--- config.mk ---
export PLATFORM = sky130hd
export DESIGN_NAME = he_ram
export DESIGN_NICKNAME = d
export VERILOG_FILES = /design/src/sv/he_ram.sv
export SDC_FILE = /design/constraint.sdc
export NUM_CORES = 2
export LEC_CHECK = 0
export BUFFER_PORTS_ARGS = -buffer_cell sky130_fd_sc_hd__buf_2
export CELL_PAD_IN_SITES_DETAIL_PLACEMENT = 1
export CELL_PAD_IN_SITES_GLOBAL_PLACEMENT = 2
export CORE_ASPECT_RATIO = 0.75
export CORE_MARGIN = 2
export CORE_UTILIZATION = 40
export CTS_CLUSTER_DIAMETER = 50
export DETAILED_ROUTE_END_ITERATION = 10
export PLACE_DENSITY = 0.78
export SYNTH_ARGS = -nofsm -noshare
export SYNTH_HDL_FRONTEND = slang
export SYNTH_SLANG_ARGS = --single-unit
--- constraint.sdc ---
create_clock -name clock -period 3.3 [get_ports clock]
set_clock_uncertainty 0.2 [all_clocks]
set_input_delay 0.99 -clock clock [delete_from_list [all_inputs] [get_ports clock]]
set_output_delay 0.99 -clock clock [all_outputs]
set_load 0.03 [all_outputs]
--- src/sv/he_ram.sv ---
module he_ram #(
   parameter int WIDTH = 8,
   parameter int DEPTH = 256
) (
   input  logic                     clock,
   input  logic                     wr_en,
   input  logic [$clog2(DEPTH)-1:0] wr_addr,
   input  logic [WIDTH-1:0]         wr_data,
   input  logic                     rd_en,
   input  logic [$clog2(DEPTH)-1:0] rd_addr,
   output logic [WIDTH-1:0]         rd_data
);

   logic [WIDTH-1:0] mem_ff [DEPTH];
   logic [WIDTH-1:0] rd_data_ff;

   // single write port, registered read returning the old contents
   always_ff @(posedge clock) begin
      if (wr_en) begin
         mem_ff[wr_addr] <= wr_data;
      end
      if (rd_en) begin
         rd_data_ff <= mem_ff[rd_addr];
      end
   end

   assign rd_data = rd_data_ff;

endmodule

-- After elaboration in Yosys (flattened, before gate mapping)
Memory sizes are Yosys's and may differ from the RTL's. A register that Yosys moved wholly into a read port is not among the register bits.
Cells that the tools add are included.
- muxes and demuxes: 2
- operators with widths (operator ; number):
    1-bit two-way mux ; 2
- bits in registers: 0
- RAM bits: 2048
- memories: 1
- output and inout bits: 8
- memories (memory ; words ; bits a word ; rd ports ; clocked after Yosys merged registers in ; write ports ; RTL line ; source):
    mem_ff ; 256 ; 8 ; 1 ; 1 ; 1 ; 14 ; logic [WIDTH-1:0] mem_ff [DEPTH];

-- Logic depth before layout (Yosys ltp)
- word-level depth: 2
- mapped depth: 11
- depth with buffers taken out: 6

-- Least setup slack after synthesis
Ideal clock, no wire load.
- kind: input to register
- start point: in rd_addr[0]
- end point: reg rd_data_ff[2], in the netlist rd_data[2], read port of mem_ff (data pin)
- buffers on the path: 4
- library setup time: 269 ps
- arrival time: 2797 ps
- cell stages on the path: 9
- setup slack: 34 ps
- cell sequence: buf_6 -> buf_12 -> buf_8 -> buf_2 -> mux4_2 -> a22oi_1 -> a21oi_1 -> nor4_1 -> nor4_2
- RTL lines (item ; RTL line ; source):
    start: declaration ; 10 ; input logic [$clog2(DEPTH)-1:0] rd_addr,
    end: declaration ; 15 ; logic [WIDTH-1:0] rd_data_ff;

==> metrics.txt <==
Post-Synth Simple-Gate Area 0.02625; top cells by area, synth edfxtp_1, mux4_2, mux2i_1; synth warn 0; Synth Area in XOR/XNOR 0; Pleak a little over 30 nW; commonest cells after routing, fill and taps aside edfxtp_1, buf_4, mux4_2; Async SR Flop Fraction 0; via count roughly 43k; relative slew slack 0.2228; IO buf count 34; setup ws final 8.883 ps; Root Buffer clkbuf_16; core area between 150000 and 200000 sq um; combinational family with the most area after synthesis multiplexers; largest net degree at the start of global routing 93; Seq/Total Area, Yosys 0.7753; Die Area between 200000 and 250000 sq um; Worst Path Max Fanout 19; Worst-Margin Slew 1161 ps; area share of the largest cell type after synthesis 0.7753; Routed Antenna Nets 0; Cell Rows 141; Nets between 4k and 5k; CP endpoint kind register; DRC Markers 0; Worst Path Class, Setup in2reg; fmax between 0.3 and 0.4 GHz; minimum clock period between 3000 and 4000 ps; pwr/cell area 569.9 nW/um^2; WL/cell about 31 um; DR pass1 iterations 6; io pins 35; H-tree lvl count 4; share of cells above drive strength 1 0.3303; Critical Path AT around 3600 ps; Final GP Congestion between 0.8 and 0.9; Hold Violations, Final 0; Synth Flop Type edfxtp_1; grt ovf 0; most common cell after layout, fill and taps aside edfxtp_1; post-synthesis adder-cell area fraction 0; vias in the first global route about 44k; P&R area growth vs syn 18.89%; setup TNS 0 ps; Cell variety after synth 54; number of flops mapped to enable cells by yosys ~2.1k; endpoints failing setup 0; Synth Net Count 3760; utilization after layout 0.4796; sequential cell area between 60000 and 70000 sq um; Setup Buffers After CTS 0; area of the multi-input gates roughly 17000 sq um; clk sinks slightly above 2k; Place WS -1135 ps; post-synthesis compound-gate area fraction 0.03416; Post-Synthesis Cells ~3.7k; Post-Syn Area roughly 80000 sq um; Final Slew Violations 0; CTS Buffer Depth 4; antenna violations before repair 17; HP Class in2reg; fill cell count between 15k and 20k; period utilization 0.9973; Post-Place Cells roughly 7k; TritonCTS buffer count around 200; RSZ-0062 raised after global routing no; worst vdd ir approximately 0.00054 V; Die H between 300 and 400 um; CTS tree done; First DRT Iteration DRCs approximately 5.5k; gr usage total 0.2230; DRT Wirelength 226900 um; flops & latches, synth a little over 2k; post-route insts no fill about 7.3k; Yosys top cell by area edfxtp_1; Detailed Place HPWL approximately 150000 um; Die W just over 500 um; first-pass GRT wire length around 330000 um; Crit path required time roughly 3700 ps; Skew-Pair Late Insertion Delay 860 ps; Avg Cell Area, Syn between 20 and 25 sq um; CP Launch Type input pin; drt via density 5.866; multiplexer share of the synthesized area 0.1460; outcome finished, final reports clean; initial core utilization 0.4034; Clock Pin Slew Worst Setup and Hold Paths 70 ps; Max Cap Viol 0
-- synth_stat cells, types with 2 or more instances --
cell       number
and2_1          6
buf_8          13
a2111oi_0       2
o21ai_1         2
nand3b_1        2
o32ai_1         4
a22o_1          8
nand2_1        33
clkbuf_1      111
a211oi_1       16
edfxtp_1     2056
o21ai_0        10
mux4_1          2
nor4_1         24
buf_6          21
buf_4          27
a221oi_1       13
or2_2           4
nor2_1        282
a21oi_1        96
a311oi_1        2
and3b_1         2
o211ai_1       10
nand2b_1        8
nand4_1        10
a31oi_1         2
mux4_2        454
nand3_1        34
buf_1          22
o22ai_1        28
buf_2          31
mux2i_1       134
nor3_1         22
nor4_2          3
nor2b_1        31
a22oi_1       133
o22a_1          5
a2111oi_1       2
o221ai_1       46
buf_12          8
-- state kept, by name, summed over array words and instances (netlist names) --
name / cells
rd_data: 8
mem_ff: 2048
-- final timing paths --
| kind | slack (ps) | from | endpoint | cells past startpoint |
|---|---|---|---|---|
| setup / recovery | 9 | rd_addr[0] | rd_data[3]$_DFFE_PP_ | 9 |
| hold / removal | 320 | wr_data[0] | mem_ff[84][0]$_DFFE_PP_ | 1 |
| setup reg to reg | 410 | mem_ff[80][1]$_DFFE_PP_ | rd_data[1]$_DFFE_PP_ | 6 |
| hold reg to reg | 960 | mem_ff[40][3]$_DFFE_PP_ | rd_data[3]$_DFFE_PP_ | 7 |
-- per-layer routing --
metal	global-route usage	vias up	part of all wire
met5	0	-	0
met4	0.05061	0	0.023
met3	0.04582	320	0.098
met2	0.3410	2195	0.46
met1	0.3299	22920	0.42
li1	-	17180	-
-- where the power goes --
part | leakage [nW] | switching, W | internal (W) | total (W)
Clock | 2.95 | 0.00964 | 0.0123 | 0.0219
Sequential | 18.5 | 0.0000373 | 0.0288 | 0.0288
Combinational | 9.15 | 0.00196 | 0.00128 | 0.00323
Total | 30.6 | 0.0116 | 0.0423 | 0.0540
-- cells by family (layout without fill, tap and decap cells) --
kind of cell / count (synthesis) / in the layout
compound gates: 385 / 385
flops: 2056 / 2056
other cells: 0 / 4
simple gates: 466 / 466
mux: 591 / 591
buf+inv: 235 / 1116
-- area by class of cell --
cell class / instances / area share
inverter: 2 / 0.00007929
tap: 2645 / 0.03495
clock inverter: 104 / 0.01023
clock buffer: 236 / 0.05361
timing repair buffer: 774 / 0.07357
antenna: 4 / 0.0001057
sequential: 2056 / 0.6521
multi-input combinational: 1442 / 0.1754
-- metrics by stage --
stage / hold slack, ps / area [sq um] / power [W]
after global placement: 1011 / 88500 / 0.03248
after detailed placement: 987.7 / 88500 / 0.03258
final: 319.0 / 94680 / 0.05396
after global routing: 284.8 / 94670 / 0.05528
after CTS: 266.4 / 94600 / 0.05424
after floorplan: 664.2 / 79640 / 0.03080
-- worst max-delay path, cell delays in order --
cell	delay [ps]
buf_8	190
buf_16	260
buf_4	290
mux4_2	550
a22oi_1	490
a21oi_1	160
nor4_2	420
buf_4	190
nor4_1	40
-- timing repair --
item	CTS	global route
resized for setup	10	13
setup endpoints to repair	6	6
hold buffers	0	0
pin swaps	0	2
gates cloned	0	0
No activity file was read; power rests on OpenSTA's default activity.
