## config.mk

```make
export PLATFORM = sky130hd
export DESIGN_NAME = he_map_build
export DESIGN_NICKNAME = d
export VERILOG_FILES = /design/src/sv/he_pkg.sv /design/src/sv/he_map_build.sv
export SDC_FILE = /design/constraint.sdc
export NUM_CORES = 1
export LEC_CHECK = 0
export ABC_AREA = 1
export BUFFER_PORTS_ARGS = -buffer_cell sky130_fd_sc_hd__buf_2
export CORE_ASPECT_RATIO = 1.4
export CORE_MARGIN = 4
export CORE_UTILIZATION = 50
export CTS_BUF_LIST = sky130_fd_sc_hd__clkbuf_8 sky130_fd_sc_hd__clkbuf_16
export DETAILED_ROUTE_END_ITERATION = 8
export PLACE_DENSITY = 0.68
export RECOVER_POWER = 50
export SKIP_LAST_GASP = 1
export SLEW_MARGIN = 20
export SYNTH_ARGS = -nofsm -noshare
export SYNTH_HDL_FRONTEND = slang
export SYNTH_SLANG_ARGS = --single-unit
```

## constraint.sdc

```tcl
create_clock -name clock -period 13.35 [get_ports clock]
set_input_delay 0.6675 -clock clock [delete_from_list [all_inputs] [get_ports clock]]
set_output_delay 0.6675 -clock clock [all_outputs]
set_load 0.03 [all_outputs]
```

## src/sv/he_pkg.sv

```systemverilog
package he_pkg;

   // widths of the data path
   localparam int COUNT_BITS  = 24;
   localparam int LEVELS      = 256;
   localparam int LEVEL_BITS  = $clog2(LEVELS);
   localparam int SAMPLE_BITS = 8;
   localparam int CFG_BITS    = 24;
   localparam int THR_BITS    = COUNT_BITS + 9;
   localparam int WIDE_BITS   = ((CFG_BITS > COUNT_BITS) ? CFG_BITS : COUNT_BITS) + 1;

   localparam logic [CFG_BITS-1:0]   CFG_RESET = CFG_BITS'(65536);
   localparam logic [WIDE_BITS-1:0]  COUNT_MAX =
      (WIDE_BITS'(1) << COUNT_BITS) - WIDE_BITS'(1);
   localparam logic [LEVEL_BITS-1:0] TOP_LEVEL = LEVEL_BITS'(LEVELS - 1);

   typedef logic [COUNT_BITS-1:0] count_type;
   typedef logic [LEVEL_BITS-1:0] bin_type;

   // control of the bin count store
   typedef struct packed {
      logic    count_en;
      logic    read_en;
      bin_type bin;
      logic    clear_all;
   } hist_ctrl_type;

   // write into the level table
   typedef struct packed {
      logic                   en;
      bin_type                addr;
      logic [SAMPLE_BITS-1:0] data;
   } map_wr_type;

   // pixel count as used: zero counts as one, saturated to the counter range
   function automatic count_type effective_count(input logic [CFG_BITS-1:0] cfg);
      logic [WIDE_BITS-1:0] v;
      v = WIDE_BITS'(cfg);
      if (v == '0) begin
         v = WIDE_BITS'(1);
      end
      if (v > COUNT_MAX) begin
         v = COUNT_MAX;
      end
      return v[COUNT_BITS-1:0];
   endfunction

endpackage

```

## src/sv/he_map_build.sv

```systemverilog
module he_map_build (
   input  logic                  clock,
   input  logic                  reset,
   input  logic                  build_start,
   input  he_pkg::count_type     pixels,
   input  he_pkg::count_type     bin_data,
   output he_pkg::hist_ctrl_type hist_rd,
   output he_pkg::map_wr_type    map_wr,
   output logic                  done
);

   import he_pkg::*;

   localparam logic [1:0] B_IDLE = 2'd0;
   localparam logic [1:0] B_READ = 2'd1;
   localparam logic [1:0] B_ACC  = 2'd2;
   localparam logic [1:0] B_STEP = 2'd3;

   logic [1:0]          state_ff, state_in;
   bin_type             bin_ff, bin_in;
   count_type           cum_ff, cum_in;
   bin_type             level_ff, level_in;
   logic [THR_BITS-1:0] thr_ff, thr_in;
   count_type           n_ff, n_in;

   logic [COUNT_BITS:0] sum;
   count_type           clamped;
   logic [THR_BITS-1:0] scaled;
   logic                step_up;
   logic                last_bin;
   logic                bin_done;

   // cumulative count, never above the pixel count
   assign sum     = {1'b0, cum_ff} + {1'b0, bin_data};
   assign clamped = (sum >= {1'b0, n_ff}) ? n_ff : sum[COUNT_BITS-1:0];

   // level L+1 is reached once 510*cum >= n*(2L+1); thr holds n*(2L+1)
   assign scaled   = (THR_BITS'(cum_ff) << 9) - (THR_BITS'(cum_ff) << 1);
   assign step_up  = (scaled >= thr_ff) && (level_ff != TOP_LEVEL);
   assign last_bin = (bin_ff == bin_type'(LEVELS - 1));
   assign bin_done = (state_ff == B_STEP) && !step_up;

   always_comb begin
      state_in = state_ff;
      bin_in   = bin_ff;
      cum_in   = cum_ff;
      level_in = level_ff;
      thr_in   = thr_ff;
      n_in     = n_ff;
      case (state_ff)
         B_IDLE: begin
            if (build_start) begin
               state_in = B_READ;
               bin_in   = '0;
               cum_in   = '0;
               level_in = '0;
               thr_in   = THR_BITS'(pixels);
               n_in     = pixels;
            end
         end
         B_READ: begin
            state_in = B_ACC;
         end
         B_ACC: begin
            cum_in   = clamped;
            state_in = B_STEP;
         end
         B_STEP: begin
            if (step_up) begin
               level_in = level_ff + LEVEL_BITS'(1);
               thr_in   = thr_ff + (THR_BITS'(n_ff) << 1);
            end else if (last_bin) begin
               state_in = B_IDLE;
            end else begin
               bin_in   = bin_ff + LEVEL_BITS'(1);
               state_in = B_READ;
            end
         end
         default: begin
            state_in = B_IDLE;
         end
      endcase
   end

   always_ff @(posedge clock) begin
      if (reset) begin
         state_ff <= B_IDLE;
      end else begin
         state_ff <= state_in;
      end
   end

   always_ff @(posedge clock) begin
      bin_ff   <= bin_in;
      cum_ff   <= cum_in;
      level_ff <= level_in;
      thr_ff   <= thr_in;
      n_ff     <= n_in;
   end

   // bin reads, table writes and the clear after the last bin
   always_comb begin
      hist_rd.count_en  = 1'b0;
      hist_rd.read_en   = (state_ff == B_READ);
      hist_rd.bin       = bin_ff;
      hist_rd.clear_all = bin_done && last_bin;
      map_wr.en         = bin_done;
      map_wr.addr       = bin_ff;
      map_wr.data       = SAMPLE_BITS'(level_ff);
   end

   assign done = bin_done && last_bin;

endmodule

```

# == After elaboration in Yosys (flattened, before gate mapping) ==
# Cells that the tools add are included.
# word_totals
reg_bits,99
latch_bits,0
ramBits,0
mem_bits_ro,0
inputBits,51
output_inout_bits,29
wordCells,50
memories,0
# op_classes
addsub,5
n_mul,0
div_mod_pow,0
n_lt_le_gt_ge,2
eq_ne,9
shift,0
n_mux,16
n_bitwise,0
reduce_logical,12
# ops
cell,count
33-bit two-way mux,2
33-bit case mux with 2 select lines,1
24-bit two-way mux,2
24-bit case mux with 2 select lines,1
33-bit by 25-bit adder with 33-bit output,1
33-bit >= comparator,1
33-bit by 25-bit subtractor with 33-bit output,1
8-bit two-way mux,4
8-bit case mux with 2 select lines,2
24-bit by 24-bit adder with 25-bit output,1
25-bit by 24-bit >= comparator with 1-bit output,1
"8-bit by 1-bit adder with 8-bit output, second input constant",2
"8-bit == test, second input constant",1
"2-bit != test, second input constant",4
"8-bit != test, second input constant",1
2-bit case mux with 4 select lines,1
2-bit AND reduction,3
"2-bit == test, second input constant",2
2-bit two-way mux,2
4-bit AND reduction,1
2-bit nonzero test,2
1-bit logical AND,3
3-bit AND reduction,1
"2-bit by 1-bit == test with 1-bit output, second input constant",1
3 further kinds,3

# == Logic depth before layout (Yosys ltp) ==
# Gate-level depths: netlist of run 1.
# logic_depth
ltp_word,6
mapped_depth,27

# == Least setup slack after synthesis of run 1 ==
# OpenSTA, ideal clock, no wires.
# synth_path
path_kind,flip-flop to flip-flop
start,reg cum_ff[1]
end,"reg level_ff[0], enable pin"
arrival_ns,4.786
path_slack_ns,8.113
path_stages_with_launch,22
n_path_buf,0
period_less_slack_ns,5.237
cell_sequence,edfxtp_1 > ha_1 > nand2_1 > inv_1 > nand3_1 > nor2_1 > nand2_1 > nand2_1 > a21boi_0 > o21ai_0 > nand2_1 > nand3_1 > nand2_1 > ha_1 > nand2_1 > nor2_1 > nand4_1 > nor2_1 > nand3b_1 > nand3_1 > nand3_1 > a21oi_1
# synth_via
elab_chain_cells,5
# synth_rtl
item,line,text
start: declaration,he_map_build.sv:21,"count_type cum_ff, cum_in;"
start signal: assignment,he_map_build.sv:95,cum_ff <= cum_in;
33-bit by 25-bit subtractor with 33-bit output,he_map_build.sv:38,assign scaled = (THR_BITS'(cum_ff) << 9) - (THR_BITS'(cum_ff) << 1);
33-bit >= comparator,he_map_build.sv:39,assign step_up = (scaled >= thr_ff) && (level_ff != TOP_LEVEL);
1-bit logical AND,he_map_build.sv:39,
2-bit != test (no line),-,
3-bit AND reduction (no line),-,
end signal: assignment,he_map_build.sv:96,level_ff <= level_in;
end: declaration,he_map_build.sv:22,"bin_type level_ff, level_in;"
# No other way between the ends.
# A chain may end at the register's enable or synchronous reset.

==> flow_summary.yaml, run 1 <==
worst_setup_path:
  timing.critical_path.to_type: "output pin"
  critical-path-top-cell-by-count: "sky130_fd_sc_hd__nand2_1"
  worst_path_largest_cell_delay_ps: 520
  slowest_stage: "sky130_fd_sc_hd__edfxtp_1"
  worstPathRequired_ps: 12680
  crit_type: "register to output pin"
  start_kind: "register"
  critical_path.cell_chain: "ha_1, nand2_1, inv_1, nand3_1, nor2_1, nand2_1, nand2_1, a21boi_0, o21ai_0, nand2_1, nand3_1, nand2_1, ha_1, a21o_1, nor2_1, nand2_1, a21oi_1, nand3_1, nand2_1, nand2_1, nor2_1, buf_2"
  worst_ep_arrival_time_ps: 4340
  critPathMaxFanout: 5
cts:
  htree_levels: 3
  cts.path.max_buffers: 2
  postCtsResizedCells: 0
  insertion_delay_ps: 350
  clkTransAtPathRegs_ps: 80
  cts.sink_count: 99
  cts_inserted_buffers: 9
  ctsRootBufferMaster: "sky130_fd_sc_hd__clkbuf_16"
  clock_tree_from_tritoncts: "done"
  cts_setup_buffers: 0
  post_cts_hold_buffer_count: 0
global_routing:
  maximum_number_of_pins_on_one_net_before_global_route_repair: 47
  number_of_antenna_violations_at_the_first_check_in_global_routing: 0
  grt_overflow_total: 0
  number_of_global_route_vias_before_repair: 9666
  grt_pass1_wl_um: 48800
  grt_use_total: 0.277
sta:
  totalNegativeSetupSlack_ps: 0
  finalSetupViolCount: 0
  slew-limit-headroom: -0.292
  setup_repair_after_global_routing_missed_its_margin: "no"
  clock-skew-final_ps: 9.68
  fmaxAchievable_mhz: 200
  fin_hold_viols: 0
  post-route-period-util: 0.375
  max_slew.worst_pin.slew_ps: 1940
  final_period_minus_worst_setup_slack_ps: 5010
  total_count_of_max_transition_violations_in_the_final_report: 105
finish:
  final-seq-area_um2: 2950
  area.growth.synth_to_final_pct: 7.91
  instances_no_fill: 1767
  fill_cells: 2073
  fin_nets: 1690
  multi_input_logic_area_um2: 6290
  drive_gt1_frac: 0.0587
  n_antenna_cell: 0
routing:
  ant_nets: 0
  drt_first_pass_iters: 5
  route.detailed.drc: 0
  finalWirelength_um: 31100
  drt-initial-drc-count: 398
  avgViaCountPerCell: 5.41
  dr_total_vias: 9566
  routed_wire_length_per_instance_um: 17.6
logic_synthesis:
  yosys_warnings: 0
  synth_most_common_cell: "sky130_fd_sc_hd__nand2_1"
  synth-edff-count: 97
  syn_inst: 1444
  synth_ff_type: "sky130_fd_sc_hd__edfxtp_1"
  post_synthesis_cell_area_um2: 10200
  postSynthRegisterBits: 99
  netlist-cell-type-count: 44
  synthArstFlopShare: 0
  synth_area_leader: "sky130_fd_sc_hd__edfxtp_1"
  postSynthAreaPerCell_um2: 7.07
  synth_nets: 1624
  synthTopCellsByArea: "sky130_fd_sc_hd__edfxtp_1, sky130_fd_sc_hd__ha_1, sky130_fd_sc_hd__nand2_1"
  synth_sequential_area_ratio: 0.289
  synth_largest_type_area_fraction: 0.285
  ys_top_cells_by_count: "sky130_fd_sc_hd__nand2_1, sky130_fd_sc_hd__inv_1, sky130_fd_sc_hd__nor2_1"
place:
  placed_cells_incl_taps: 1751
  numPortBuffers: 78
  place.detailed.hpwl_um: 26200
  gp_congestion: 0.924
outcome:
  violations: "capacitance limit, slew limit"
  outcome: "finished, violations left"
job:
  maxCapViolCount: 3
die:
  std_cell_rows: 61
  core-area_um2: 20000
  die_height_um: 177
  die-area_um2: 22800
  effective_utilization_at_floorplan: 0.511
  floorplan.die.width_um: 129
  ioPinCount: 80
min_path:
  min_path_type: "primary input to register"
metrics by stage:
stage	hold slack, ps	setup slack, ps	util	instance area [um2]
floorplan	493	8110	-	10200
global placement	528	8570	0.540	10800
detailed placement	540	8560	0.540	10800
CTS	492	8370	0.554	11100
global route	490	7890	0.551	11000
finish	503	8340	0.551	11000
cell usage in the layout, fill, tap and decap left out, types with 14 or more instances in the layout:
| master | n |
|---|---|
| sky130_fd_sc_hd__nand3_1 | 69 |
| sky130_fd_sc_hd__a21oi_1 | 117 |
| sky130_fd_sc_hd__ha_1 | 127 |
| sky130_fd_sc_hd__inv_1 | 218 |
| sky130_fd_sc_hd__clkbuf_1 | 44 |
| sky130_fd_sc_hd__nand2_1 | 337 |
| sky130_fd_sc_hd__edfxtp_1 | 97 |
| sky130_fd_sc_hd__buf_2 | 37 |
| sky130_fd_sc_hd__o21ai_0 | 71 |
| sky130_fd_sc_hd__nor3_1 | 24 |
| sky130_fd_sc_hd__nand4_1 | 25 |
| sky130_fd_sc_hd__nor2_1 | 187 |
| sky130_fd_sc_hd__xnor2_1 | 15 |
| sky130_fd_sc_hd__a21o_1 | 14 |
| sky130_fd_sc_hd__xor2_1 | 36 |
layer usage:
| metal | vias to the layer above | wire length [um] | GRT usage |
|---|---|---|---|
| met4 | 0 | 1720 | 0.144 |
| met2 | 225 | 16100 | 0.509 |
| met5 | - | 0 | 0 |
| met1 | 4358 | 12300 | 0.313 |
| met3 | 77 | 977 | 0.0226 |
| li1 | 4906 | - | - |
area by class of cell:
class                      instances  share of cell area
clock inverter                     7             0.00602
sequential                        99               0.268
timing repair buffer              82              0.0325
multi-input combinational       1100               0.570
tap                              252              0.0286
inverter                         218              0.0742
clock buffer                       9              0.0204
cell families after synthesis:
kind of cell	count (synthesis)	synth area share
buffers and inverters	245	0.0965
AO/OA/AOI/OAI	239	0.129
other	1	0.000367
XOR/XNOR	51	0.0437
flip-flops	99	0.289
adder cells (fa/ha/maj)	129	0.159
AND/OR/NAND/NOR	680	0.282
sequential cells by signal (all words and copies together), names as in the netlist:
signal    count
bin_ff        8
level_ff      8
state_ff      2
n_ff         24
cum_ff       24
thr_ff       33
critical path, delay by kind of cell, from the launching register on:
kind	cells	cell delay [ps]
buffers and inverters	2	310
AO/OA/AOI/OAI	4	910
flip-flops	1	520
adder cells (fa/ha/maj)	2	700
AND/OR/NAND/NOR	14	1520
worst paths after layout:
check / start / to / slack (ps) / cells after the start
min reg2reg: state_ff[0] / state_ff[0] / 550 / 2
min: pixels[3] / n_ff[3] / 500 / 1
max reg2reg: cum_ff[2] / thr_ff[28] / 8540 / 22
max: cum_ff[2] / hist_rd[0] / 8340 / 22
Power of run 1 is left out: the tool's default activity adds up to more than one toggle a clock period on the data nets, which glitch-free logic cannot reach.
==> run 2, diff against run 1 <==
PLACE_DENSITY = 0.71   (was 0.68)
clock period = 4.23 ns   (was 13.35 ns; I/O delays follow)
==> run 2 against run 1 <==
The run now ends clean. Sequential share of layout area shrank 2.7 points. Die area stayed put. Count of clock-buffer cells in the layout did not move. Flip-flop and latch count stayed put. Global-route usage up 0.21 points. Via count is 7.3% higher. First-iteration DRC count increased by 57%. Critical path type unchanged. Highest routed layer unchanged.
==> flow_summary.yaml, run 2 (synthesis results as in run 1) <==
routing:
  avgViaCountPerCell: 5.44
  drt_first_pass_iters: 5
  drt-initial-drc-count: 624
  dr_total_vias: 10300
  route.detailed.drc: 0
  finalWirelength_um: 31600
  routed_wire_length_per_instance_um: 16.8
  ant_nets: 0
finish:
  most-common-layout-cells: "sky130_fd_sc_hd__nand2_1, sky130_fd_sc_hd__inv_1, sky130_fd_sc_hd__nor2_1"
  layout.cells.most_common: "sky130_fd_sc_hd__nand2_1"
  area.growth.synth_to_final_pct: 19.8
  n_antenna_cell: 0
  largestRegisters: "thr_ff x33, cum_ff x24, n_ff x24"
  largest_register_ffs: 33
  drive_gt1_frac: 0.159
  fill_cells: 1924
  max_flop_register: "thr_ff"
  fin_nets: 1808
die:
  core-area_um2: 20000
  die_height_um: 177
  effective_utilization_at_floorplan: 0.511
  floorplan.die.width_um: 129
  die-area_um2: 22800
  std_cell_rows: 61
  ioPinCount: 80
sta:
  finalSetupViolCount: 0
  fmaxAchievable_mhz: 248
  max_slew.worst_pin.slew_ps: 1060
  fin_hold_viols: 0
  post-route-period-util: 0.952
  fin_worst_hold_slack_ps: 34.4
  total_count_of_max_transition_violations_in_the_final_report: 0
  setup_repair_after_global_routing_missed_its_margin: "yes"
  clock-skew-final_ps: 18.1
  slew-limit-headroom: 0.296
  final_period_minus_worst_setup_slack_ps: 4030
worst_setup_path:
  worst_path_largest_cell_delay_ps: 410
  crit_type: "register to output pin"
  timing.critical_path.to_type: "output pin"
  start_kind: "register"
  worstPathRequired_ps: 4020
  worst_ep_arrival_time_ps: 3810
  critPathMaxFanout: 4
  slowest_stage: "sky130_fd_sc_hd__edfxtp_1"
min_path:
  min_path_type: "primary input to register"
place:
  numPortBuffers: 78
  gp_congestion: 0.946
  place.detailed.hpwl_um: 26200
cts:
  cts_inserted_buffers: 9
  cts.sink_count: 99
  post_cts_hold_buffer_count: 0
  cts.path.max_buffers: 2
  ctsRootBufferMaster: "sky130_fd_sc_hd__clkbuf_16"
  insertion_delay_ps: 360
  htree_levels: 3
  clock_tree_from_tritoncts: "done"
  clkTransAtPathRegs_ps: 80
global_routing:
  number_of_global_route_vias_before_repair: 10300
  number_of_antenna_violations_at_the_first_check_in_global_routing: 0
  maximum_number_of_pins_on_one_net_before_global_route_repair: 39
  grt_overflow_total: 0
  grt_pass1_wl_um: 50200
  grt_use_total: 0.279
outcome:
  outcome: "completed"
job:
  maxCapViolCount: 0
## run 2: final timing paths
kind          startpoint          end  slack [ps]  cells past startpoint
max            cum_ff[9]         done         200                     27
min            pixels[5]      n_ff[5]          30                      1
max reg2reg    cum_ff[9]   thr_ff[29]         250                     26
min reg2reg  state_ff[0]  state_ff[0]         550                      2
## run 2: timing repair
action                     in CTS  in global routing
setup endpoints to repair      51                 59
gates resized for setup         9                 56
hold endpoints to repair        0                  0
setup buffers                   1                 12
pin swaps                       0                 11
## run 2: area by class of cell
type                       count  area, um2  share of cell area
multi-input combinational   1100       6550               0.536
clock inverter                 7       68.8             0.00563
timing repair buffer         200       1300               0.106
sequential                    99       2950               0.241
clock buffer                   9        225              0.0184
inverter                     218        818              0.0669
tap                          252        315              0.0258
## run 2: per-layer routing
layer	GRT usage	vias up	routed length, um
met5	0	-	0
met3	0.0260	102	1190
met4	0.144	0	1850
met2	0.520	302	16300
met1	0.308	4719	12200
li1	-	5140	-
## run 2: through the flow
| step | instances | setup slack, ps | setup TNS (ps) | utilization | cell area [um2] |
|---|---|---|---|---|---|
| final | 1885 | 204 | 0 | 0.612 | 12200 |
| after global routing | 1885 | -24.0 | -50.4 | 0.612 | 12200 |
| after CTS | 1873 | 6.54 | 0 | 0.597 | 11900 |
| after detailed placement | 1856 | -150 | -5840 | 0.580 | 11600 |
| after global placement | 1856 | -47.6 | -473 | 0.580 | 11600 |
| after floorplan | 1444 | 221 | 0 | - | 10200 |
## run 2: critical path, delay by kind of cell, from the launching register on
kind	cells	cell delay, ps
buffers and inverters	5	450
AOI/OAI and AO/OA	3	450
and+or+nand+nor	17	1540
DFF	1	410
adders and majority gates	2	580
Power of run 2 is left out for the same reason.
==> run 3, diff against run 2 <==
CORE_MARGIN = not set   (was 4)
==> run 3 against run 2 <==
Flip-flop and latch count did not move. Largest cell class unchanged. Via count rose by 0.22%. Global-route usage increased by 3.0 points. Cell area is 0.46% lower. Cell count decreased by 0.21%. First-iteration DRC count decreased by 14%. Setup slack lost 48 ps. Critical path depth fell by 7. Sequential share of layout area is 0.11 points higher. Maximum frequency is 1.2% lower. Clock skew down 4.7 ps. Critical path type is now register to register.
==> flow_summary.yaml, run 3 (synthesis results as in run 1) <==
outcome:
  outcome: "completed"
finish:
  most-common-layout-cells: "sky130_fd_sc_hd__nand2_1, sky130_fd_sc_hd__inv_1, sky130_fd_sc_hd__nor2_1"
  max_flop_register: "thr_ff"
  final_cell_area_um2: 12200
  area.growth.synth_to_final_pct: 19.2
  n_antenna_cell: 0
  largestRegisters: "thr_ff x33, cum_ff x24, n_ff x24"
  fill_cells: 1947
  layout.cells.most_common: "sky130_fd_sc_hd__nand2_1"
  largest_register_ffs: 33
  drive_gt1_frac: 0.153
  fin_nets: 1804
cts:
  cts.path.max_buffers: 2
  ctsRootBufferMaster: "sky130_fd_sc_hd__clkbuf_16"
  cts.sink_count: 99
  htree_levels: 3
  insertion_delay_ps: 370
  cts_inserted_buffers: 9
  post_cts_hold_buffer_count: 0
  clock_tree_from_tritoncts: "done"
  clkTransAtPathRegs_ps: 80
sta:
  post-route-period-util: 0.963
  total_count_of_max_transition_violations_in_the_final_report: 0
  clock-skew-final_ps: 13.3
  finalSetupViolCount: 0
  setup_repair_after_global_routing_missed_its_margin: "yes"
  final_period_minus_worst_setup_slack_ps: 4070
  slew-limit-headroom: 0.296
  worst_slack_ps: 156
  max_slew.worst_pin.slew_ps: 1060
  fmaxAchievable_mhz: 245
  fin_hold_viols: 0
place:
  numPortBuffers: 78
  pre_cts_setup_slack_ps: -21.4
  place.detailed.hpwl_um: 25800
  gp_congestion: 0.992
  detailed_place.area_um2: 11500
routing:
  drt-initial-drc-count: 538
  finalWirelength_um: 31800
  route.detailed.drc: 0
  avgViaCountPerCell: 5.47
  drt_first_pass_iters: 5
  routed_wire_length_per_instance_um: 16.9
  dr_total_vias: 10300
  ant_nets: 0
global_routing:
  grt_overflow_total: 0
  number_of_global_route_vias_before_repair: 10200
  grt_use_total: 0.309
  number_of_antenna_violations_at_the_first_check_in_global_routing: 0
  grt_pass1_wl_um: 49300
  maximum_number_of_pins_on_one_net_before_global_route_repair: 45
worst_setup_path:
  crit_type: "register to register"
  start_kind: "register"
  critPathMaxFanout: 22
  timing.rr.start: "cum_ff[0]"
  worst_ep_arrival_time_ps: 4190
  timing.critical_path.to_type: "register"
  worstPathRequired_ps: 4340
  worstSetupStartpoint: "cum_ff[0]"
die:
  core-area_um2: 19900
  ioPinCount: 80
  std_cell_rows: 61
  effective_utilization_at_floorplan: 0.513
  die-area_um2: 21000
  die_height_um: 171
  floorplan.die.width_um: 123
job:
  maxCapViolCount: 0
min_path:
  worstHoldStart: "pixels[14]"
  min_path_type: "primary input to register"
==> run 3: changes by cell type in the layout (fill, tap and decap cells not counted), sizes merged <==
cell,change
nand2,+1
clkbuf,-4
buf,-1
inv,-1
clkinvlp,-1
clkinv,+2
==> run 3: stage by stage <==
stage | instances | hold slack [ps] | TNS, ps | util
after floorplan | 1444 | 310 | 0 | -
after global placement | 1848 | 405 | -62.7 | 0.579
after detailed placement | 1848 | 405 | -182 | 0.579
final | 1881 | 29.6 | 0 | 0.611
after CTS | 1864 | 24.6 | 0 | 0.596
after global routing | 1881 | 20.4 | -2430 | 0.611
==> run 3: repair_timing <==
item                                    in CTS  in global routing
gates cloned                                 0                  2
gates resized for setup                      7                 45
pin swaps                                    1                 20
buffers inserted                             0                 15
endpoints found under the setup margin      51                 68
==> run 3: layout make-up <==
type,count,area (um2),area share
multi-input combinational,1101,6510,0.535
sequential,99,2950,0.242
timing repair buffer,195,1280,0.105
inverter,218,818,0.0672
tap,252,315,0.0259
clock buffer,9,225,0.0185
clock inverter,7,71.3,0.00586
==> run 3: worst paths after layout <==
kind	slack (ps)	end	cells past startpoint
setup / recovery	160	cum_ff[21]	20
hold reg to reg	560	state_ff[1]	2
setup reg to reg	160	cum_ff[21]	20
hold / removal	30	n_ff[14]	1
==> run 3: per-layer routing <==
layer | track usage | routed length, um | up-vias
met3 | 0.0337 | 1380 | 112
met5 | 0 | 0 | -
li1 | - | - | 5127
met4 | 0.197 | 2120 | 0
met2 | 0.566 | 16200 | 350
met1 | 0.330 | 12100 | 4697
==> run 3: critical path, cell delays in order (launching register included) <==
cell,delay [ps]
sky130_fd_sc_hd__edfxtp_1,430
sky130_fd_sc_hd__ha_1,240
sky130_fd_sc_hd__fa_1,450
sky130_fd_sc_hd__nand3_1,110
sky130_fd_sc_hd__nand3_2,130
sky130_fd_sc_hd__nand2_2,110
sky130_fd_sc_hd__nand3_4,100
sky130_fd_sc_hd__buf_4,160
sky130_fd_sc_hd__xor2_1,150
sky130_fd_sc_hd__buf_4,150
sky130_fd_sc_hd__ha_1,280
sky130_fd_sc_hd__buf_4,140
sky130_fd_sc_hd__a21oi_1,130
sky130_fd_sc_hd__o21a_1,130
sky130_fd_sc_hd__nand3_1,150
sky130_fd_sc_hd__nand3b_1,130
sky130_fd_sc_hd__nand2_1,70
sky130_fd_sc_hd__nand2_2,210
sky130_fd_sc_hd__nand2_8,180
sky130_fd_sc_hd__nor2_1,270
sky130_fd_sc_hd__nor2_1,80
Power of run 3 is left out for the same reason.
